### src/rtl/slp1dev_pkg.sv
package slp1dev_pkg;

    // Kinds of the main group of bytes that one input item produces.
    localparam logic [1:0] KIND_NONE = 2'd0;  // no main bytes
    localparam logic [1:0] KIND_CODE = 2'd1;  // three bytes: lead, b1, b2
    localparam logic [1:0] KIND_RAW  = 2'd2;  // one byte passed through in b2

    // UTF-8 bytes of the Devanagari block.
    localparam logic [7:0] UTF8_LEAD    = 8'hE0;
    localparam logic [7:0] PAGE_A4      = 8'hA4;
    localparam logic [7:0] PAGE_A5      = 8'hA5;
    localparam logic [7:0] VIRAMA_LOW   = 8'h8D;
    localparam logic [7:0] ANUSVARA_LOW = 8'h82;
    localparam logic [7:0] VISARGA_LOW  = 8'h83;

    // SLP1 symbols handled on their own.
    localparam logic [7:0] SYM_SHORT_A  = 8'h61;  // 'a'
    localparam logic [7:0] SYM_ANUSVARA = 8'h4D;  // 'M'
    localparam logic [7:0] SYM_VISARGA  = 8'h48;  // 'H'

    // Decoded lookup: hit flag and the two bytes after the lead byte.
    typedef struct packed {
        logic       hit;
        logic [7:0] b1;
        logic [7:0] b2;
    } sym_code_t;

    // Work for one item, handed from the front to the back.
    typedef struct packed {
        logic       pre_virama;
        logic [1:0] main_kind;
        logic [7:0] main_b1;
        logic [7:0] main_b2;
        logic       post_virama;
        logic       text_end;
    } cmd_t;

    // Standalone vowel letters.
    function automatic sym_code_t vowel_std_lookup(input logic [7:0] sym);
        sym_code_t r;
        r = '{hit: 1'b1, b1: PAGE_A4, b2: 8'h00};
        case (sym)
            8'h61: r.b2 = 8'h85;  // a
            8'h41: r.b2 = 8'h86;  // A
            8'h69: r.b2 = 8'h87;  // i
            8'h49: r.b2 = 8'h88;  // I
            8'h75: r.b2 = 8'h89;  // u
            8'h55: r.b2 = 8'h8A;  // U
            8'h66: r.b2 = 8'h8B;  // f
            8'h46: begin          // F
                r.b1 = PAGE_A5;
                r.b2 = 8'hA0;
            end
            8'h78: r.b2 = 8'h8C;  // x
            8'h65: r.b2 = 8'h8F;  // e
            8'h45: r.b2 = 8'h90;  // E
            8'h6F: r.b2 = 8'h93;  // o
            8'h4F: r.b2 = 8'h94;  // O
            default: r.hit = 1'b0;
        endcase
        return r;
    endfunction

    // Dependent vowel marks; the short 'a' has none.
    function automatic sym_code_t vowel_mark_lookup(input logic [7:0] sym);
        sym_code_t r;
        r = '{hit: 1'b1, b1: PAGE_A5, b2: 8'h00};
        case (sym)
            8'h41: begin          // A
                r.b1 = PAGE_A4;
                r.b2 = 8'hBE;
            end
            8'h69: begin          // i
                r.b1 = PAGE_A4;
                r.b2 = 8'hBF;
            end
            8'h49: r.b2 = 8'h80;  // I
            8'h75: r.b2 = 8'h81;  // u
            8'h55: r.b2 = 8'h82;  // U
            8'h66: r.b2 = 8'h83;  // f
            8'h46: r.b2 = 8'h84;  // F
            8'h78: r.b2 = 8'h8C;  // x, shares the mark of O
            8'h65: r.b2 = 8'h87;  // e
            8'h45: r.b2 = 8'h88;  // E
            8'h6F: r.b2 = 8'h8B;  // o
            8'h4F: r.b2 = 8'h8C;  // O
            default: r.hit = 1'b0;
        endcase
        return r;
    endfunction

    // Consonant letters, all on page A4.
    function automatic sym_code_t cons_lookup(input logic [7:0] sym);
        sym_code_t r;
        r = '{hit: 1'b1, b1: PAGE_A4, b2: 8'h00};
        case (sym)
            8'h6B: r.b2 = 8'h95;  // k
            8'h4B: r.b2 = 8'h96;  // K
            8'h67: r.b2 = 8'h97;  // g
            8'h47: r.b2 = 8'h98;  // G
            8'h4E: r.b2 = 8'h99;  // N
            8'h63: r.b2 = 8'h9A;  // c
            8'h43: r.b2 = 8'h9B;  // C
            8'h6A: r.b2 = 8'h9C;  // j
            8'h4A: r.b2 = 8'h9D;  // J
            8'h59: r.b2 = 8'h9E;  // Y
            8'h77: r.b2 = 8'h9F;  // w
            8'h57: r.b2 = 8'hA0;  // W
            8'h71: r.b2 = 8'hA1;  // q
            8'h51: r.b2 = 8'hA2;  // Q
            8'h52: r.b2 = 8'hA3;  // R
            8'h74: r.b2 = 8'hA4;  // t
            8'h54: r.b2 = 8'hA5;  // T
            8'h64: r.b2 = 8'hA6;  // d
            8'h44: r.b2 = 8'hA7;  // D
            8'h6E: r.b2 = 8'hA8;  // n
            8'h70: r.b2 = 8'hAA;  // p
            8'h50: r.b2 = 8'hAB;  // P
            8'h62: r.b2 = 8'hAC;  // b
            8'h42: r.b2 = 8'hAD;  // B
            8'h6D: r.b2 = 8'hAE;  // m
            8'h79: r.b2 = 8'hAF;  // y
            8'h72: r.b2 = 8'hB0;  // r
            8'h6C: r.b2 = 8'hB2;  // l
            8'h76: r.b2 = 8'hB5;  // v
            8'h53: r.b2 = 8'hB6;  // S
            8'h7A: r.b2 = 8'hB7;  // z
            8'h73: r.b2 = 8'hB8;  // s
            8'h68: r.b2 = 8'hB9;  // h
            default: r.hit = 1'b0;
        endcase
        return r;
    endfunction

endpackage

### src/rtl/slp1dev_front.sv
module slp1dev_front
    import slp1dev_pkg::*;
(
    input  logic       clk,
    input  logic       rst_n,
    input  logic       in_valid,
    input  logic [7:0] symbol,
    input  logic       has_symbol,
    input  logic       end_of_text,
    input  logic       queue_full,
    output logic       in_stall,
    output logic       push,
    output cmd_t       push_cmd
);

    logic      after_consonant_reg;
    logic      after_consonant_next;
    logic      ac_mid;
    logic      accept;
    sym_code_t vstd;
    sym_code_t vmark;
    sym_code_t cons;

    assign in_stall = queue_full;
    assign accept   = in_valid && !queue_full;

    // Classify the symbol against the consonant flag and build the command.
    always_comb
    begin
        vstd     = vowel_std_lookup(symbol);
        vmark    = vowel_mark_lookup(symbol);
        cons     = cons_lookup(symbol);
        push_cmd = '0;
        ac_mid   = after_consonant_reg;
        if (has_symbol)
        begin
            if (vstd.hit)
            begin
                if (!after_consonant_reg)
                begin
                    push_cmd.main_kind = KIND_CODE;
                    push_cmd.main_b1   = vstd.b1;
                    push_cmd.main_b2   = vstd.b2;
                end
                else if (symbol != SYM_SHORT_A)
                begin
                    push_cmd.main_kind = KIND_CODE;
                    push_cmd.main_b1   = vmark.b1;
                    push_cmd.main_b2   = vmark.b2;
                end
                ac_mid = 1'b0;
            end
            else if (cons.hit)
            begin
                push_cmd.pre_virama = after_consonant_reg;
                push_cmd.main_kind  = KIND_CODE;
                push_cmd.main_b1    = cons.b1;
                push_cmd.main_b2    = cons.b2;
                ac_mid              = 1'b1;
            end
            else if (symbol == SYM_ANUSVARA || symbol == SYM_VISARGA)
            begin
                push_cmd.pre_virama = after_consonant_reg;
                push_cmd.main_kind  = KIND_CODE;
                push_cmd.main_b1    = PAGE_A4;
                push_cmd.main_b2    = (symbol == SYM_ANUSVARA) ? ANUSVARA_LOW : VISARGA_LOW;
                ac_mid              = 1'b0;
            end
            else
            begin
                push_cmd.pre_virama = after_consonant_reg;
                push_cmd.main_kind  = KIND_RAW;
                push_cmd.main_b2    = symbol;
                ac_mid              = 1'b0;
            end
        end
        push_cmd.text_end    = end_of_text;
        push_cmd.post_virama = end_of_text && ac_mid;
        after_consonant_next = end_of_text ? 1'b0 : ac_mid;
    end

    // Items that produce no bytes are consumed without a queue entry.
    assign push = accept && (push_cmd.pre_virama || push_cmd.post_virama ||
                             (push_cmd.main_kind != KIND_NONE));

    // Consonant flag advances on every accepted transfer.
    always_ff @(posedge clk or negedge rst_n)
    begin
        if (!rst_n)
            after_consonant_reg <= 1'b0;
        else if (accept)
            after_consonant_reg <= after_consonant_next;
    end

endmodule

### src/rtl/slp1dev_queue.sv
module slp1dev_queue
    import slp1dev_pkg::*;
#(
    parameter int DEPTH = 2
)
(
    input  logic clk,
    input  logic rst_n,
    input  logic push,
    input  cmd_t push_cmd,
    input  logic pop,
    output logic full,
    output logic not_empty,
    output cmd_t head_cmd
);

    localparam int PTR_W = (DEPTH > 1) ? $clog2(DEPTH) : 1;
    localparam int CNT_W = $clog2(DEPTH + 1);

    cmd_t             entry_reg [DEPTH];
    logic [PTR_W-1:0] wr_ptr_reg;
    logic [PTR_W-1:0] rd_ptr_reg;
    logic [CNT_W-1:0] count_reg;

    function automatic logic [PTR_W-1:0] ptr_inc(input logic [PTR_W-1:0] p);
        return (p == PTR_W'(DEPTH - 1)) ? '0 : p + PTR_W'(1);
    endfunction

    assign full      = (count_reg == CNT_W'(DEPTH));
    assign not_empty = (count_reg != '0);
    assign head_cmd  = entry_reg[rd_ptr_reg];

    // Entry storage.
    always_ff @(posedge clk)
    begin
        if (push)
            entry_reg[wr_ptr_reg] <= push_cmd;
    end

    // Pointers and fill count.
    always_ff @(posedge clk or negedge rst_n)
    begin
        if (!rst_n)
        begin
            wr_ptr_reg <= '0;
            rd_ptr_reg <= '0;
            count_reg  <= '0;
        end
        else
        begin
            if (push)
                wr_ptr_reg <= ptr_inc(wr_ptr_reg);
            if (pop)
                rd_ptr_reg <= ptr_inc(rd_ptr_reg);
            if (push && !pop)
                count_reg <= count_reg + CNT_W'(1);
            else if (pop && !push)
                count_reg <= count_reg - CNT_W'(1);
        end
    end

endmodule

### src/rtl/slp1dev_back.sv
module slp1dev_back
    import slp1dev_pkg::*;
(
    input  logic       clk,
    input  logic       rst_n,
    input  logic       cmd_ready,
    input  cmd_t       head_cmd,
    output logic       pop,
    output logic       out_valid,
    input  logic       out_stall,
    output logic [7:0] out_byte,
    output logic       last_of_item,
    output logic       last_of_text
);

    localparam logic [1:0] SEG_PRE  = 2'd0;
    localparam logic [1:0] SEG_MAIN = 2'd1;
    localparam logic [1:0] SEG_POST = 2'd2;

    cmd_t       cmd_reg;
    logic       busy_reg;
    logic [1:0] seg_reg;
    logic [1:0] pos_reg;
    logic       out_valid_reg;
    logic [7:0] out_byte_reg;
    logic       last_of_item_reg;
    logic       last_of_text_reg;

    logic       advance;
    logic [7:0] cur_byte;
    logic       seg_last;
    logic       has_next_seg;
    logic [1:0] next_seg;
    logic       item_last;
    logic [1:0] first_seg;

    // Byte of the current segment and the segment that follows it.
    always_comb
    begin
        cur_byte     = UTF8_LEAD;
        seg_last     = (pos_reg == 2'd2);
        has_next_seg = 1'b0;
        next_seg     = SEG_POST;
        case (seg_reg)
            SEG_PRE:
            begin
                cur_byte = (pos_reg == 2'd0) ? UTF8_LEAD :
                           (pos_reg == 2'd1) ? PAGE_A5 : VIRAMA_LOW;
                if (cmd_reg.main_kind != KIND_NONE)
                begin
                    has_next_seg = 1'b1;
                    next_seg     = SEG_MAIN;
                end
                else
                    has_next_seg = cmd_reg.post_virama;
            end
            SEG_MAIN:
            begin
                if (cmd_reg.main_kind == KIND_RAW)
                begin
                    cur_byte = cmd_reg.main_b2;
                    seg_last = 1'b1;
                end
                else
                    cur_byte = (pos_reg == 2'd0) ? UTF8_LEAD :
                               (pos_reg == 2'd1) ? cmd_reg.main_b1 : cmd_reg.main_b2;
                has_next_seg = cmd_reg.post_virama;
            end
            SEG_POST:
                cur_byte = (pos_reg == 2'd0) ? UTF8_LEAD :
                           (pos_reg == 2'd1) ? PAGE_A5 : VIRAMA_LOW;
            default:
                cur_byte = UTF8_LEAD;
        endcase
        item_last = seg_last && !has_next_seg;
    end

    // Starting segment of a fresh command.
    always_comb
    begin
        if (head_cmd.pre_virama)
            first_seg = SEG_PRE;
        else if (head_cmd.main_kind != KIND_NONE)
            first_seg = SEG_MAIN;
        else
            first_seg = SEG_POST;
    end

    assign advance = busy_reg && (!out_valid_reg || !out_stall);
    assign pop     = cmd_ready && (!busy_reg || (advance && item_last));

    // Sequencer over the segments of the command in hand.
    always_ff @(posedge clk or negedge rst_n)
    begin
        if (!rst_n)
        begin
            busy_reg <= 1'b0;
            seg_reg  <= SEG_PRE;
            pos_reg  <= 2'd0;
        end
        else if (pop)
        begin
            busy_reg <= 1'b1;
            seg_reg  <= first_seg;
            pos_reg  <= 2'd0;
        end
        else if (advance)
        begin
            if (item_last)
                busy_reg <= 1'b0;
            else if (seg_last)
            begin
                seg_reg <= next_seg;
                pos_reg <= 2'd0;
            end
            else
                pos_reg <= pos_reg + 2'd1;
        end
    end

    // Command payload held while it is expanded.
    always_ff @(posedge clk)
    begin
        if (pop)
            cmd_reg <= head_cmd;
    end

    // Output register: one byte per transfer.
    always_ff @(posedge clk or negedge rst_n)
    begin
        if (!rst_n)
            out_valid_reg <= 1'b0;
        else if (advance)
            out_valid_reg <= 1'b1;
        else if (!out_stall)
            out_valid_reg <= 1'b0;
    end

    always_ff @(posedge clk)
    begin
        if (advance)
        begin
            out_byte_reg     <= cur_byte;
            last_of_item_reg <= item_last;
            last_of_text_reg <= item_last && cmd_reg.text_end;
        end
    end

    assign out_valid    = out_valid_reg;
    assign out_byte     = out_byte_reg;
    assign last_of_item = last_of_item_reg;
    assign last_of_text = last_of_text_reg;

endmodule

### src/rtl/slp1_to_devanagari_encoder.sv
// Channel | Direction | Handshake           | Payload
// input   | in        | in_valid / in_stall | symbol, has_symbol, end_of_text
// output  | out       | out_valid/out_stall | out_byte, last_of_item, last_of_text
//
// An item becomes zero to nine output bytes, one byte per cycle from the back
// sequencer while the output is not stalled.
// The front accepts an item per cycle while the command queue has room; an
// item that makes no bytes is taken without a queue entry.
// rst_n clears the consonant flag, the queue and the output register.
// A stalled output holds its byte; the queue then fills and in_stall rises.
module slp1_to_devanagari_encoder
    import slp1dev_pkg::*;
#(
    parameter int QUEUE_DEPTH = 2
)
(
    input  logic       clk,
    input  logic       rst_n,
    input  logic       in_valid,
    output logic       in_stall,
    input  logic [7:0] symbol,
    input  logic       has_symbol,
    input  logic       end_of_text,
    output logic       out_valid,
    input  logic       out_stall,
    output logic [7:0] out_byte,
    output logic       last_of_item,
    output logic       last_of_text
);

    logic push;
    logic pop;
    logic queue_full;
    logic queue_not_empty;
    cmd_t push_cmd;
    cmd_t head_cmd;

    slp1dev_front u_front (
        .clk         (clk),
        .rst_n       (rst_n),
        .in_valid    (in_valid),
        .symbol      (symbol),
        .has_symbol  (has_symbol),
        .end_of_text (end_of_text),
        .queue_full  (queue_full),
        .in_stall    (in_stall),
        .push        (push),
        .push_cmd    (push_cmd)
    );

    slp1dev_queue #(
        .DEPTH (QUEUE_DEPTH)
    ) u_queue (
        .clk       (clk),
        .rst_n     (rst_n),
        .push      (push),
        .push_cmd  (push_cmd),
        .pop       (pop),
        .full      (queue_full),
        .not_empty (queue_not_empty),
        .head_cmd  (head_cmd)
    );

    slp1dev_back u_back (
        .clk          (clk),
        .rst_n        (rst_n),
        .cmd_ready    (queue_not_empty),
        .head_cmd     (head_cmd),
        .pop          (pop),
        .out_valid    (out_valid),
        .out_stall    (out_stall),
        .out_byte     (out_byte),
        .last_of_item (last_of_item),
        .last_of_text (last_of_text)
    );

endmodule

### config.mk
export PLATFORM = sky130hd
export DESIGN_NAME = slp1_to_devanagari_encoder
export DESIGN_NICKNAME = d
export VERILOG_FILES = /design/src/rtl/slp1dev_pkg.sv /design/src/rtl/slp1dev_front.sv /design/src/rtl/slp1dev_queue.sv /design/src/rtl/slp1dev_back.sv /design/src/rtl/slp1_to_devanagari_encoder.sv
export SDC_FILE = /design/constraint.sdc
export NUM_CORES = 1
export LEC_CHECK = 0
export BUFFER_PORTS_ARGS = -buffer_cell sky130_fd_sc_hd__buf_4
export CAP_MARGIN = 10
export CORE_UTILIZATION = 45
export DETAILED_ROUTE_END_ITERATION = 8
export HOLD_SLACK_MARGIN = 0.08
export PLACE_DENSITY = 0.68
export SKIP_CTS_REPAIR_TIMING = 1
export SLEW_MARGIN = 40
export SYNTH_ARGS = -nofsm -noshare
export SYNTH_HDL_FRONTEND = slang
export SYNTH_SLANG_ARGS = --single-unit
### constraint.sdc
create_clock -name clk -period 2.6 [get_ports clk]
set_input_delay 0.52 -clock clk [delete_from_list [all_inputs] [get_ports clk]]
set_output_delay 0.52 -clock clk [all_outputs]
set_load 0.02 [all_outputs]
-- Yosys cells after proc, flatten, opt, wreduce, memory -nomap -nowiden
Memories as Yosys holds them, arrays and structs flattened.
Index checks and enable logic that the tools add are counted.
- input port bits: 14
- memories kept: 1
- register bits: 41
- RAM bits: 42
- output and inout port bits: 12
- memories (name ; words ; width ; read ports ; clocked after memory_dff ; wr ports ; RTL line ; source):
    u_queue.entry_reg ; 2 ; 21 ; 1 ; 0 ; 1 ; slp1dev_queue.sv:20 ; cmd_t entry_reg [DEPTH];
- multiplexer cells: 54
- add/subtract/negate cells: 5
- reductions and logical operators: 40
- eq/ne operators: 57
- operator list (cell ; count):
    $eq A8 B7 Y1 const B ; 48
    $pmux W8 S33 ; 1
    $pmux W8 S13 ; 1
    $pmux W8 S11 ; 1
    $mux W8 ; 6
    $mux W18 ; 2
    $mux W17 ; 2
    $reduce_or A33 Y1 ; 1
    $mux W2 ; 15
    $mux W1 ; 22
    $mux W19 ; 1
    $pmux W8 S2 ; 1
    $reduce_bool A2 Y1 ; 8
    $reduce_or A13 Y1 ; 1
    $logic_and A1 B1 Y1 ; 10
    $eq A2 B2 Y1 const B ; 4
    $ne A8 B7 Y1 const B ; 1
    $logic_not A1 Y1 ; 7
    $mux W6 ; 1
    $reduce_or A2 Y1 ; 3
    $logic_or A1 B1 Y1 ; 5
    $add A2 B1 Y2 const B ; 2
    $eq A2 B1 Y1 const B ; 2
    $logic_not A2 Y1 ; 2
    7 further kinds ; 9

-- Logic depth before layout (Yosys ltp)
Gate-level depths: netlist (run 1).
- depth in word-level cells: 14
- gate-level depth with buffers: 12

-- Cells and area by module
A second synthesis (run 1) with hierarchy kept.
- cells, all modules: 400
- area, all modules: 4675.7 sq um
- by module, submodules not included (module ; area an instance (sq um) ; instances ; cells an instance):
    slp1dev_queue ; 1709.1 ; 1 ; 81
    slp1dev_back ; 1532.7 ; 1 ; 101
    slp1dev_front ; 1433.9 ; 1 ; 218

-- Worst setup path before layout (run 1)
Ideal clock, no wire load.
- kind: input-to-reg
- from: in symbol[1]
- to: mem u_queue.entry_reg[0][0] in the netlist's numbering, enable pin
- buffers on the path: 1
- setup slack: 0.272 ns
- data required time: 2.214 ns
- arrival: 1.942 ns
- cell stages on the path: 5
- cell sequence: nand2b_1 buf_2 o31ai_1 a21oi_1 nor2b_1
- longest elaborated chain between the ends: 12
- elaborated cells between the ends (all ways): 71
- classes of those cells: 49 x eq/ne; 14 x mux; 8 x reduce/logical
- ends and longest elaborated chain (item ; RTL line ; source):
    from (decl) ; slp1_to_devanagari_encoder.sv:21 ; input logic [7:0] symbol,
    $eq A8 B7 Y1 ; slp1dev_pkg.sv:96 ; case (sym)
    $reduce_or A33 Y1 (no line) ; -- ;
    $mux W1 ; slp1dev_pkg.sv:96 ;
    $mux W1 ; slp1dev_front.sv:53 ; else if (cons.hit)
    $mux W1 ; slp1dev_front.sv:37 ; if (vstd.hit)
    $mux W1 ; slp1dev_front.sv:35 ; if (has_symbol)
    $logic_and A1 B1 Y1 ; slp1dev_front.sv:78 ; push_cmd.post_virama = end_of_text && ac_mid;
    $logic_or A1 B1 Y1 ; slp1dev_front.sv:83 ; assign push = accept && (push_cmd.pre_virama || push_cmd.post_virama ||
    $logic_or A1 B1 Y1 * ; slp1dev_front.sv:83 ;
    $logic_and A1 B1 Y1 * ; slp1dev_front.sv:83 ;
    $mux W1 * ; slp1dev_queue.sv:36 ; if (push)
    $mux W1 (not written as such) * ; slp1dev_queue.sv:37 ; entry_reg[wr_ptr_reg] <= push_cmd;
    to (decl) ; slp1dev_queue.sv:20 ;
Every way passes the cells marked *; elsewhere a longest branch is shown, timed or not.

-- Worst setup path after layout (run 1)
- from: reg u_back.cmd_reg[18] in the netlist's numbering
- to: reg u_queue.count_reg[1]
- longest elaborated chain between the ends: 11
- elaborated cells between the ends (all ways): 16
- classes of those cells: 1 x eq/ne; 5 x mux; 10 x reduce/logical
- ends and longest elaborated chain (item ; RTL line ; source):
    from (decl) ; slp1dev_back.sv:20 ; cmd_t cmd_reg;
    from (signal assigned) ; slp1dev_back.sv:125 ; cmd_reg <= head_cmd;
    $reduce_bool A2 Y1 ; slp1dev_back.sv:49 ; if (cmd_reg.main_kind != KIND_NONE)
    $mux W1 ; slp1dev_back.sv:49 ;
    $pmux W1 S2 ; slp1dev_back.sv:44 ; case (seg_reg)
    $logic_not A1 Y1 ; slp1dev_back.sv:75 ; item_last = seg_last && !has_next_seg;
    $logic_and A1 B1 Y1 * ; slp1dev_back.sv:75 ;
    via u_back.item_last ; slp1dev_back.sv:34 ; logic item_last;
    $logic_and A1 B1 Y1 * ; slp1dev_back.sv:90 ; assign pop = cmd_ready && (!busy_reg || (advance && item_last));
    $logic_or A1 B1 Y1 * ; slp1dev_back.sv:90 ;
    $logic_and A1 B1 Y1 * ; slp1dev_back.sv:90 ;
    $logic_not A1 Y1 ; slp1dev_queue.sv:55 ; if (push && !pop)
    $logic_and A1 B1 Y1 ; slp1dev_queue.sv:55 ;
    $mux W2 / $reduce_bool A2 Y1 (equally long branches) ; -- ;
    to (signal assigned) ; slp1dev_queue.sv:56 ; count_reg <= count_reg + CNT_W'(1);
    to (signal assigned) ; slp1dev_queue.sv:58 ; count_reg <= count_reg - CNT_W'(1);
    to (decl) ; slp1dev_queue.sv:23 ; logic [CNT_W-1:0] count_reg;
The timed path passes the listed nets; every way through them passes the cells marked *.
A chain may end at the register's enable or synchronous reset.

==> flow_metrics.env, run 1 <==
export IMPL_outcome="completed"
export IMPL_overflow=0
export IMPL_fin_cells=550
export IMPL_final_max_slew_violation_count=0
export IMPL_total_power_w=0.00328
export IMPL_grt_max_degree=21
export IMPL_p_int_w=0.00220
export IMPL_critical_path_buf_inv_count=1
export IMPL_max_vdd_ir_drop_uv=283
export IMPL_clk_insertion_delay_late_ns=0.32
export IMPL_initial_core_util_pct=47.0
export IMPL_floorplan_io_pins=26
export IMPL_worstHoldPathType="in -> reg"
export IMPL_dieArea_sq_um=9050
export IMPL_yosys_most_used_dff="edfxtp_1"
export IMPL_post_synth_instance_area_sq_um=3900
export IMPL_grt_setup_unrepaired="false"
export IMPL_part_of_the_yosys_area_used_for_sequential_elements_pct=46.3
export IMPL_synthCells=383
export IMPL_numPlacedInstances=533
export IMPL_grt_total_usage_pct=21.9
export IMPL_worst_r2r_setup_slack_ns=0.33
export IMPL_min_delay_path_depth=1
export IMPL_min_delay_start="end_of_text"
export IMPL_ant_nets=0
export IMPL_grt_pass1_wl_um=15200
export IMPL_postSynthAreaPerCell_sq_um=10.2
export IMPL_worstRegToRegCells=10
export IMPL_finalWirelength_um=9380
export IMPL_synth_edf_count=51
export IMPL_drt_drc_violations_left=0
export IMPL_relative_slew_slack_pct=61.7
export IMPL_netSwitchingPower_w=0.00107
export IMPL_synth_largest_area_cell="edfxtp_1"
export IMPL_cts_tree="yes"
export IMPL_worstPathArrival_ns=2.51
export IMPL_min_delay_worst_endpoint="u_queue.entry_reg[0][0]$_DFFE_PP_"
export IMPL_period_share_pct=87.3
export IMPL_slowest_delay_ns=0.44
export IMPL_critical_path_depth=10
export IMPL_fin_crit_ns=2.27
export IMPL_mostFrequentLayoutCells="buf_4, edfxtp_1, nor2_1, a21oi_1, nand2_1"
export IMPL_crit_chain="nor2b_1 -> nand3_1 -> o211ai_1 -> a21bo_2 -> nor2b_1 -> inv_1 -> ha_1 -> xor2_1 -> nor2_1 -> xnor2_1"
export IMPL_postSynthRegisterBits=62
export IMPL_synth_top_cell_area_share_pct=39.3
export IMPL_wire_per_inst_um=17.0
export IMPL_share_seq_of_total_power_pct=45.5
export IMPL_tightest_slew_ns=0.571
export IMPL_core_area_sq_um=8300
export IMPL_yosys_warnings=0
export IMPL_cts_max_path_buffers=2
export IMPL_whs_ns=0.428
export IMPL_route_vias_total=3242
export IMPL_finalClockSkew_ns=0.00400
export IMPL_area_growth_syn_to_layout_pct=18.5
export IMPL_synth_area_top_cells="edfxtp_1, dfrtp_1, mux2_2"
export IMPL_drv_cap=0
export IMPL_detail_route_iter0_violations=232
export IMPL_timing_critical_path_from_type="register"
export IMPL_max_clk_rate_mhz=440
export IMPL_die_height_um=95.1
export IMPL_largest_register_ff_count=28
export IMPL_clock_root_buffer="clkbuf_8"
export IMPL_grt_antenna_before_repair=0
export IMPL_static_leakage_power_nw=1.74
export IMPL_layout_cells_most_common="buf_4"
export IMPL_final_setup_violation_count=0
export IMPL_finalSetupTns_ns=0
export IMPL_post_dp_hpwl_um=6950
export IMPL_die_width_um=95.1
export IMPL_combPwrFrac_pct=34.5
export IMPL_first_global_vias=3137
export IMPL_r2r_end="u_queue.count_reg[1]$_DFFE_PN0P_"
export IMPL_share_of_async_settable_or_async_resettable_flops_after_synthesis_pct=17.7
export IMPL_power_density_cell_area_nw_per_um2=709
export IMPL_placement_rows=33
export IMPL_critical_register_to_register_path_startpoint="u_back.cmd_reg[18]$_DFFE_PP_"
export IMPL_htree_levels=3
export IMPL_worst_path_cell_with_the_longest_stage_delay="edfxtp_1"
export IMPL_antenna_cells_inserted=0
export IMPL_post_route_cells_drive_above_1_share_pct=25.2
export IMPL_power_share_switching_pct=32.8
export IMPL_synth_nets=401
export IMPL_synth_cell_types=79
export IMPL_tritoncts_buffers=9
export IMPL_place_port_buffers=25
export IMPL_cts_clock_pin_slew_for_the_worst_setup_and_hold_paths_ns=0.06
export IMPL_numClockSinks=62
export IMPL_avgViaCountPerCell=5.89
export IMPL_crit_fanout=5
export IMPL_timing_hold_violations_final=0
export IMPL_worst_setup_path_end_kind="register"
export IMPL_required_ns=2.84
export IMPL_worst_path_top_cell_family_by_delay="simple AND/OR/NAND/NOR gates"
export IMPL_place_congestion=0.986
export IMPL_critPathKind="reg -> reg"
export IMPL_share_clk_of_total_power_pct=20.0
export IMPL_firstDrtPassIters=5
export IMPL_nNetsFinal=458
export IMPL_worst_path_most_repeated_cell="nor2b_1"
-- Yosys cell counts (all sizes together), types with 2 or more instances --
| master | instances |
|---|---|
| inv | 11 |
| edfxtp | 51 |
| a2111oi | 3 |
| nand3 | 15 |
| and3 | 8 |
| o21ai | 19 |
| nor3 | 13 |
| nor3b | 4 |
| nor2b | 6 |
| a32oi | 4 |
| a31oi | 6 |
| ha | 4 |
| buf | 22 |
| o21a | 3 |
| nor4b | 3 |
| nand4 | 7 |
| a21o | 2 |
| a21oi | 23 |
| clkbuf | 5 |
| mux2i | 4 |
| or3 | 2 |
| o211ai | 3 |
| mux2 | 14 |
| xor2 | 6 |
| or2 | 3 |
| and2 | 5 |
| nand2 | 25 |
| o31ai | 5 |
| nor4 | 7 |
| nand3b | 3 |
| nor2 | 31 |
| nand4b | 2 |
| xnor2 | 2 |
| a311oi | 3 |
| dfrtp | 11 |
| or4 | 3 |
| o22ai | 5 |
| or2b | 3 |
| nand2b | 13 |
-- stage by stage --
stage          setup WS [ns]  instance area [sq um]  utilization [%]
2_1_floorplan          0.272                   3900                -
3_3_place_gp          0.0346                   4460             53.8
3_5_place_dp          0.0134                   4460             53.8
4_1_cts                0.315                   4610             55.6
5_1_grt               0.0543                   4620             55.7
6_report               0.329                   4620             55.7
-- cell families after synthesis --
logic type,Yosys count,synth area share [%]
AND/OR/NAND/NOR,159,23.5
AO/OA/AOI/OAI,94,17.1
flip-flops,62,46.3
buffers and inverters,38,4.88
multiplexers,18,5.07
XOR/XNOR,8,1.80
adder cells (fa/ha/maj),4,1.28
-- area by class of cell --
| type | instances | area, sq um |
|---|---|---|
| Tap cell | 105 | 131 |
| Timing Repair Buffer | 73 | 588 |
| Clock inverter | 3 | 11.3 |
| Fill cell | 727 | 3680 |
| Inverter | 11 | 41.3 |
| Clock buffer | 13 | 139 |
| Sequential cell | 62 | 1810 |
| Multi-Input combinational cell | 283 | 1900 |
-- power groups by stage --
stage	clock [W]	combinational (W)	sequential, W
final	0.000656	0.00113	0.00149
after global routing	0.000716	0.00123	0.00152
after CTS	0.000672	0.00113	0.00149
after detailed placement	0	0.00112	0.00151
after global placement	0	0.00108	0.00150
after floorplan	0	0.000725	0.00152
-- worst reg2reg max path, stage by stage, from the launching register on --
cell and delay (ns):
edfxtp_1 0.44, nor2b_1 0.29, nand3_1 0.13, o211ai_1 0.30, a21bo_2 0.20, nor2b_1 0.16
inv_1 0.06, ha_1 0.20, xor2_1 0.15, nor2_1 0.13, xnor2_1 0.14
-- routing by layer --
metal	vias up	part of all wire [%]	GRT usage, %
li1	1574	-	-
met4	0	2.1	10.2
met5	-	0	0
met2	110	51	38.6
met1	1542	42	25.7
met3	16	4.3	4.07
-- how the worst max path moves through the flow --
| stage | startpoint | end | slack, ns |
|---|---|---|---|
| 3_5_place_dp | symbol[7] | u_queue.entry_reg[1][2]$_DFFE_PP_ | 0.01 |
| 4_1_cts | u_back.cmd_reg[18]$_DFFE_PP_ | u_queue.count_reg[1]$_DFFE_PN0P_ | 0.31 |
| 3_3_place_gp | symbol[7] | u_queue.entry_reg[1][2]$_DFFE_PP_ | 0.03 |
| 6_report | u_back.cmd_reg[18]$_DFFE_PP_ | u_queue.count_reg[1]$_DFFE_PN0P_ | 0.33 |
| 5_1_grt | u_back.cmd_reg[18]$_DFFE_PP_ | u_queue.count_reg[1]$_DFFE_PN0P_ | 0.05 |
| 2_1_floorplan | symbol[1] | u_queue.entry_reg[0][0]$_DFFE_PP_ | 0.27 |
Note: power is estimated with default switching activity, not from simulation.
==> run 2, diff against run 1 <==
--- a/config.mk
+++ b/config.mk
@@ -7,10 +7,10 @@
 export LEC_CHECK = 0
 export BUFFER_PORTS_ARGS = -buffer_cell sky130_fd_sc_hd__buf_4
 export CAP_MARGIN = 10
-export CORE_UTILIZATION = 45
+export CORE_UTILIZATION = 30
 export DETAILED_ROUTE_END_ITERATION = 8
 export HOLD_SLACK_MARGIN = 0.08
-export PLACE_DENSITY = 0.68
+export PLACE_DENSITY = 0.51
 export SKIP_CTS_REPAIR_TIMING = 1
 export SLEW_MARGIN = 40
 export SYNTH_ARGS = -nofsm -noshare
==> constraint.sdc (replaced) <==
create_clock -name clk -period 2.6 [get_ports clk]
set_input_delay 0.39 -clock clk [delete_from_list [all_inputs] [get_ports clk]]
set_output_delay 0.39 -clock clk [all_outputs]
set_load 0.02 [all_outputs]
==> flow_metrics.env, run 2 (synthesized netlist as in run 1, its figures left out) <==
export IMPL_outcome="completed"
export IMPL_overflow=0
export IMPL_power_density_cell_area_nw_per_um2=784
export IMPL_final_max_slew_violation_count=0
export IMPL_max_clk_rate_mhz=445
export IMPL_worstPathArrival_ns=2.30
export IMPL_clock_root_buffer="clkbuf_16"
export IMPL_fin_cells=607
export IMPL_worst_setup_path_end_kind="register"
export IMPL_grt_setup_unrepaired="false"
export IMPL_fillers=1273
export IMPL_whs_ns=0.306
export IMPL_die_width_um=116
export IMPL_worst_path_cell_with_the_longest_stage_delay="or4b_1"
export IMPL_numPlacedInstances=590
export IMPL_cts_clock_pin_slew_for_the_worst_setup_and_hold_paths_ns=0.05
export IMPL_critical_path_buf_inv_count=2
export IMPL_finalClockSkew_ns=0.00744
export IMPL_detail_route_iter0_violations=157
export IMPL_worstRegToRegCells=9
export IMPL_place_congestion=0.957
export IMPL_timing_hold_violations_final=0
export IMPL_wire_per_inst_um=16.0
export IMPL_area_growth_syn_to_layout_pct=23.0
export IMPL_tightest_slew_ns=0.583
export IMPL_cts_tree="yes"
export IMPL_placement_rows=41
export IMPL_post_route_cells_drive_above_1_share_pct=24.6
export IMPL_die_height_um=116
export IMPL_finalSetupTns_ns=0
export IMPL_min_delay_start="end_of_text"
export IMPL_critical_path_startpoint="symbol[4]"
export IMPL_required_ns=2.65
export IMPL_finalWirelength_um=9730
export IMPL_final_setup_violation_count=0
export IMPL_max_vdd_ir_drop_uv=329
export IMPL_worst_path_top_cell_family_by_delay="simple AND/OR/NAND/NOR gates"
export IMPL_drt_drc_violations_left=0
export IMPL_worstHoldPathType="in -> reg"
export IMPL_static_leakage_power_nw=1.77
export IMPL_worst_path_most_repeated_cell="buf_4"
export IMPL_clk_insertion_delay_late_ns=0.32
export IMPL_grt_total_usage_pct=15.5
export IMPL_layout_cells_most_common="buf_4"
export IMPL_route_vias_total=3168
export IMPL_relative_slew_slack_pct=61.1
export IMPL_grt_pass1_wl_um=15800
export IMPL_timing_critical_path_from_type="primary input"
export IMPL_core_area_sq_um=12700
export IMPL_floorplan_io_pins=26
export IMPL_first_global_vias=3063
export IMPL_avgViaCountPerCell=5.22
export IMPL_fin_crit_ns=2.25
export IMPL_cts_max_path_buffers=2
export IMPL_worst_r2r_setup_slack_ns=0.37
export IMPL_ant_nets=0
export IMPL_largest_register_ff_count=28
export IMPL_place_port_buffers=25
export IMPL_critPathKind="in -> reg"
export IMPL_firstDrtPassIters=4
export IMPL_initial_core_util_pct=30.8
export IMPL_critical_register_to_register_path_startpoint="u_back.cmd_reg[18]$_DFFE_PP_"
export IMPL_r2r_end="u_queue.count_reg[1]$_DFFE_PN0P_"
export IMPL_post_dp_hpwl_um=7230
export IMPL_grt_antenna_before_repair=0
export IMPL_drv_cap=0
export IMPL_nNetsFinal=448
export IMPL_tritoncts_buffers=9
export IMPL_crit_fanout=19
export IMPL_area_sequential_sq_um=1810
export IMPL_min_delay_path_depth=1
export IMPL_multiInputGateArea_sq_um=1900
export IMPL_period_share_pct=86.5
export IMPL_crit_chain="buf_4 -> or4b_1 -> a211o_1 -> a21boi_1 -> nand3_2 -> nor3_2 -> buf_4 -> a2111oi_2 -> nor2_1"
export IMPL_antenna_cells_inserted=0
export IMPL_min_delay_worst_endpoint="u_queue.entry_reg[0][0]$_DFFE_PP_"
export IMPL_dieArea_sq_um=13500
export IMPL_slowest_delay_ns=0.49
export IMPL_grt_max_degree=31
export IMPL_numClockSinks=62
export IMPL_htree_levels=3
export IMPL_mostFrequentLayoutCells="buf_4, edfxtp_1, nor2_1, a21oi_1, nand2_1"
[run 2: cell types whose count changed in the layout (fill, tap and decap cells not counted), sizes merged]
cell / change
buf: -10
bufinv: +1
clkinv: -1
[run 2: area by class of cell]
class	count	area share, %
Multi-Input combinational cell	283	39.7
Sequential cell	62	37.7
Timing Repair Buffer	63	11.0
Clock buffer	13	5.43
Tap cell	172	4.49
Clock inverter	3	0.913
Inverter	11	0.861
[run 2: how the worst max path moves through the flow]
stage,endpoint,slack [ns],cells after the start
finish,u_queue.entry_reg[0][2]$_DFFE_PP_,0.35,9
global route,u_queue.count_reg[1]$_DFFE_PN0P_,0.17,9
CTS,u_queue.count_reg[1]$_DFFE_PN0P_,0.36,9
global placement,u_queue.entry_reg[0][4]$_DFFE_PP_,0.04,9
floorplan,u_queue.count_reg[1]$_DFFE_PN0P_,0.37,10
detailed placement,u_queue.entry_reg[0][2]$_DFFE_PP_,0.03,9
[run 2: routing by layer]
metal | track usage (%) | vias to the layer above | wire, um
li1 | - | 1553 | -
met1 | 18.2 | 1486 | 4130
met2 | 25.8 | 93 | 4750
met3 | 3.40 | 36 | 372
met4 | 9.57 | 0 | 479
met5 | 0 | - | 0
[run 2: where the power goes]
| group | switching [W] | internal [W] |
|---|---|---|
| clock | 0.000382 | 0.000793 |
| combinational | 0.000598 | 0.000497 |
| sequential | 0.000136 | 0.00136 |
[run 2: per-stage QoR]
| stage | util [%] | total power, W | worst slack, ns | area [sq um] |
|---|---|---|---|---|
| after floorplan | - | 0.00224 | 0.372 | 3900 |
| after global placement | 35.4 | 0.00259 | 0.0445 | 4480 |
| after detailed placement | 35.4 | 0.00260 | 0.0304 | 4480 |
| after CTS | 37.8 | 0.00380 | 0.362 | 4790 |
| after global routing | 37.9 | 0.00401 | 0.172 | 4800 |
| final | 37.9 | 0.00376 | 0.352 | 4800 |
==> run 3, diff against run 2 <==
--- a/config.mk
+++ b/config.mk
@@ -7,12 +7,13 @@
 export LEC_CHECK = 0
 export BUFFER_PORTS_ARGS = -buffer_cell sky130_fd_sc_hd__buf_4
 export CAP_MARGIN = 10
+export CORE_ASPECT_RATIO = 1.1
 export CORE_UTILIZATION = 30
 export DETAILED_ROUTE_END_ITERATION = 8
 export HOLD_SLACK_MARGIN = 0.08
 export PLACE_DENSITY = 0.51
 export SKIP_CTS_REPAIR_TIMING = 1
-export SLEW_MARGIN = 40
+export SLEW_MARGIN = 20
 export SYNTH_ARGS = -nofsm -noshare
 export SYNTH_HDL_FRONTEND = slang
 export SYNTH_SLANG_ARGS = --single-unit
==> constraint.sdc (replaced) <==
create_clock -name clk -period 2.14 [get_ports clk]
set_input_delay 0.321 -clock clk [delete_from_list [all_inputs] [get_ports clk]]
set_output_delay 0.321 -clock clk [all_outputs]
set_load 0.02 [all_outputs]
==> flow_metrics.env, run 3 (synthesized netlist as in run 1, its figures left out) <==
export IMPL_floorplan_io_pins=26
export IMPL_fin_cells=643
export IMPL_dieArea_sq_um=13500
export IMPL_multiInputGateArea_sq_um=1930
export IMPL_finalClockSkew_ns=0.00763
export IMPL_crit_chain="inv_1 -> ha_1 -> o211ai_1 -> o211ai_1 -> a21bo_2 -> nor2b_2 -> inv_1 -> ha_1 -> nor2_1 -> xnor2_1"
export IMPL_cts_tree="yes"
export IMPL_tightest_slew_ns=0.547
export IMPL_worst_path_top_cell_family_by_delay="adder cells"
export IMPL_power_share_switching_pct=29.8
export IMPL_period_share_pct=94.7
export IMPL_fin_crit_ns=2.03
export IMPL_p_int_w=0.00325
export IMPL_dpl_instance_area_sq_um=4800
export IMPL_share_seq_of_total_power_pct=38.8
export IMPL_firstDrtPassIters=4
export IMPL_area_sequential_sq_um=1810
export IMPL_post_route_cells_drive_above_1_share_pct=33.7
export IMPL_worst_r2r_setup_slack_ns=0.11
export IMPL_cts_max_path_buffers=2
export IMPL_area_growth_syn_to_layout_pct=31.8
export IMPL_min_delay_start="end_of_text"
export IMPL_place_congestion=0.950
export IMPL_die_height_um=122
export IMPL_power_density_cell_area_nw_per_um2=899
export IMPL_share_clk_of_total_power_pct=30.3
export IMPL_numPlacedInstances=625
export IMPL_tritoncts_buffers=9
export IMPL_critPathKind="reg -> reg"
export IMPL_max_clk_rate_mhz=493
export IMPL_min_delay_path_depth=1
export IMPL_place_port_buffers=25
export IMPL_clk_insertion_delay_late_ns=0.32
export IMPL_stdcell_area_sq_um=5140
export IMPL_placement_rows=43
export IMPL_critical_register_to_register_path_startpoint="u_back.pos_reg[0]$_DFFE_PN0P_"
export IMPL_static_leakage_power_nw=2.01
export IMPL_finalWirelength_um=10000
export IMPL_critical_path_depth=10
export IMPL_clock_root_buffer="clkbuf_16"
export IMPL_final_max_slew_violation_count=0
export IMPL_nNetsFinal=499
export IMPL_timing_critical_path_from_type="register"
export IMPL_relative_slew_slack_pct=63.2
export IMPL_first_global_vias=3371
export IMPL_outcome="completed"
export IMPL_timing_hold_violations_final=0
export IMPL_required_ns=2.38
export IMPL_ant_nets=0
export IMPL_drt_drc_violations_left=0
export IMPL_post_dp_hpwl_um=7700
export IMPL_antenna_cells_inserted=0
export IMPL_numClockSinks=62
export IMPL_combPwrFrac_pct=30.9
export IMPL_grt_total_usage_pct=15.5
export IMPL_max_vdd_ir_drop_uv=891
export IMPL_worstHoldPathType="in -> reg"
export IMPL_worstRegToRegCells=10
export IMPL_htree_levels=3
export IMPL_slowest_delay_ns=0.40
export IMPL_mostFrequentLayoutCells="buf_4, edfxtp_1, nor2_1, a21oi_1, nand2_1"
export IMPL_grt_pass1_wl_um=16500
export IMPL_initial_core_util_pct=30.9
export IMPL_worstPathArrival_ns=2.26
export IMPL_r2r_end="u_queue.count_reg[1]$_DFFE_PN0P_"
export IMPL_crit_fanout=3
export IMPL_die_width_um=111
export IMPL_worst_path_cell_with_the_longest_stage_delay="dfrtp_1"
export IMPL_fillers=1234
export IMPL_largest_register_ff_count=28
export IMPL_route_vias_total=3361
export IMPL_wire_per_inst_um=15.6
export IMPL_total_power_w=0.00462
export IMPL_grt_antenna_before_repair=0
export IMPL_netSwitchingPower_w=0.00138
export IMPL_grt_max_degree=26
export IMPL_final_setup_violation_count=0
export IMPL_drv_cap=0
export IMPL_layout_cells_most_common="buf_4"
export IMPL_worst_setup_path_end_kind="register"
export IMPL_grt_setup_unrepaired="true"
export IMPL_cts_clock_pin_slew_for_the_worst_setup_and_hold_paths_ns=0.05
export IMPL_min_delay_worst_endpoint="u_queue.entry_reg[0][0]$_DFFE_PP_"
export IMPL_avgViaCountPerCell=5.23
export IMPL_overflow=0
export IMPL_critical_path_buf_inv_count=2
export IMPL_core_area_sq_um=12600
export IMPL_detail_route_iter0_violations=235
-- run 3: cell type report --
class / count / share of cell area (%)
clock buffers: 12 / 4.79
clock inverters: 4 / 0.925
inverters: 11 / 0.803
multi-input cells: 283 / 37.6
flip-flops and latches: 62 / 35.1
well taps: 157 / 3.82
repair buffers: 114 / 16.9
-- run 3: through the flow --
| stage | setup WS, ns | TNS, ns | hold slack (ns) | utilization (%) |
|---|---|---|---|---|
| final | 0.113 | 0 | 0.236 | 40.7 |
| after global routing | -0.0518 | -0.0518 | 0.229 | 40.7 |
| after CTS | 0.0475 | 0 | -0.177 | 40.3 |
| after detailed placement | -0.298 | -5.44 | 0.173 | 38.0 |
| after global placement | -0.350 | -6.75 | 0.170 | 38.0 |
| after floorplan | 0.00363 | 0 | 0.0254 | - |
-- run 3: worst max path at each step --
stage	startpoint	end	slack (ns)
final	u_back.pos_reg[0]$_DFFE_PN0P_	u_queue.count_reg[1]$_DFFE_PN0P_	0.11
after global routing	u_back.cmd_reg[19]$_DFFE_PP_	u_queue.count_reg[1]$_DFFE_PN0P_	-0.05
after global placement	symbol[0]	u_queue.entry_reg[0][2]$_DFFE_PP_	-0.35
after detailed placement	symbol[0]	u_queue.entry_reg[1][2]$_DFFE_PP_	-0.30
after floorplan	u_back.cmd_reg[18]$_DFFE_PP_	u_queue.count_reg[1]$_DFFE_PN0P_	0.004
after CTS	u_back.pos_reg[0]$_DFFE_PN0P_	u_queue.count_reg[1]$_DFFE_PN0P_	0.05
-- run 3: worst reg2reg max path, cell delays in order (launching register included) --
cell and delay (ns):
dfrtp_1 0.40, inv_1 0.08, ha_1 0.19, o211ai_1 0.10, o211ai_1 0.16, a21bo_2 0.19, nor2b_2 0.15, inv_1 0.06
ha_1 0.32, nor2_1 0.15, xnor2_1 0.14
-- run 3: power by group through the flow --
stage	registers [W]	clock network [W]	logic, W
after detailed placement	0.00181	0	0.00142
final	0.00179	0.00140	0.00143
after floorplan	0.00184	0	0.000884
after CTS	0.00179	0.00144	0.00143
after global placement	0.00181	0	0.00141
after global routing	0.00182	0.00150	0.00158
-- run 3: per-layer routing --
layer	vias to the layer above	GRT usage, %	part of all wire [%]
li1	1667	-	-
met1	1557	17.4	42
met2	101	27.4	50
met3	36	3.03	3.9
met4	0	9.08	4.6
met5	-	0	0
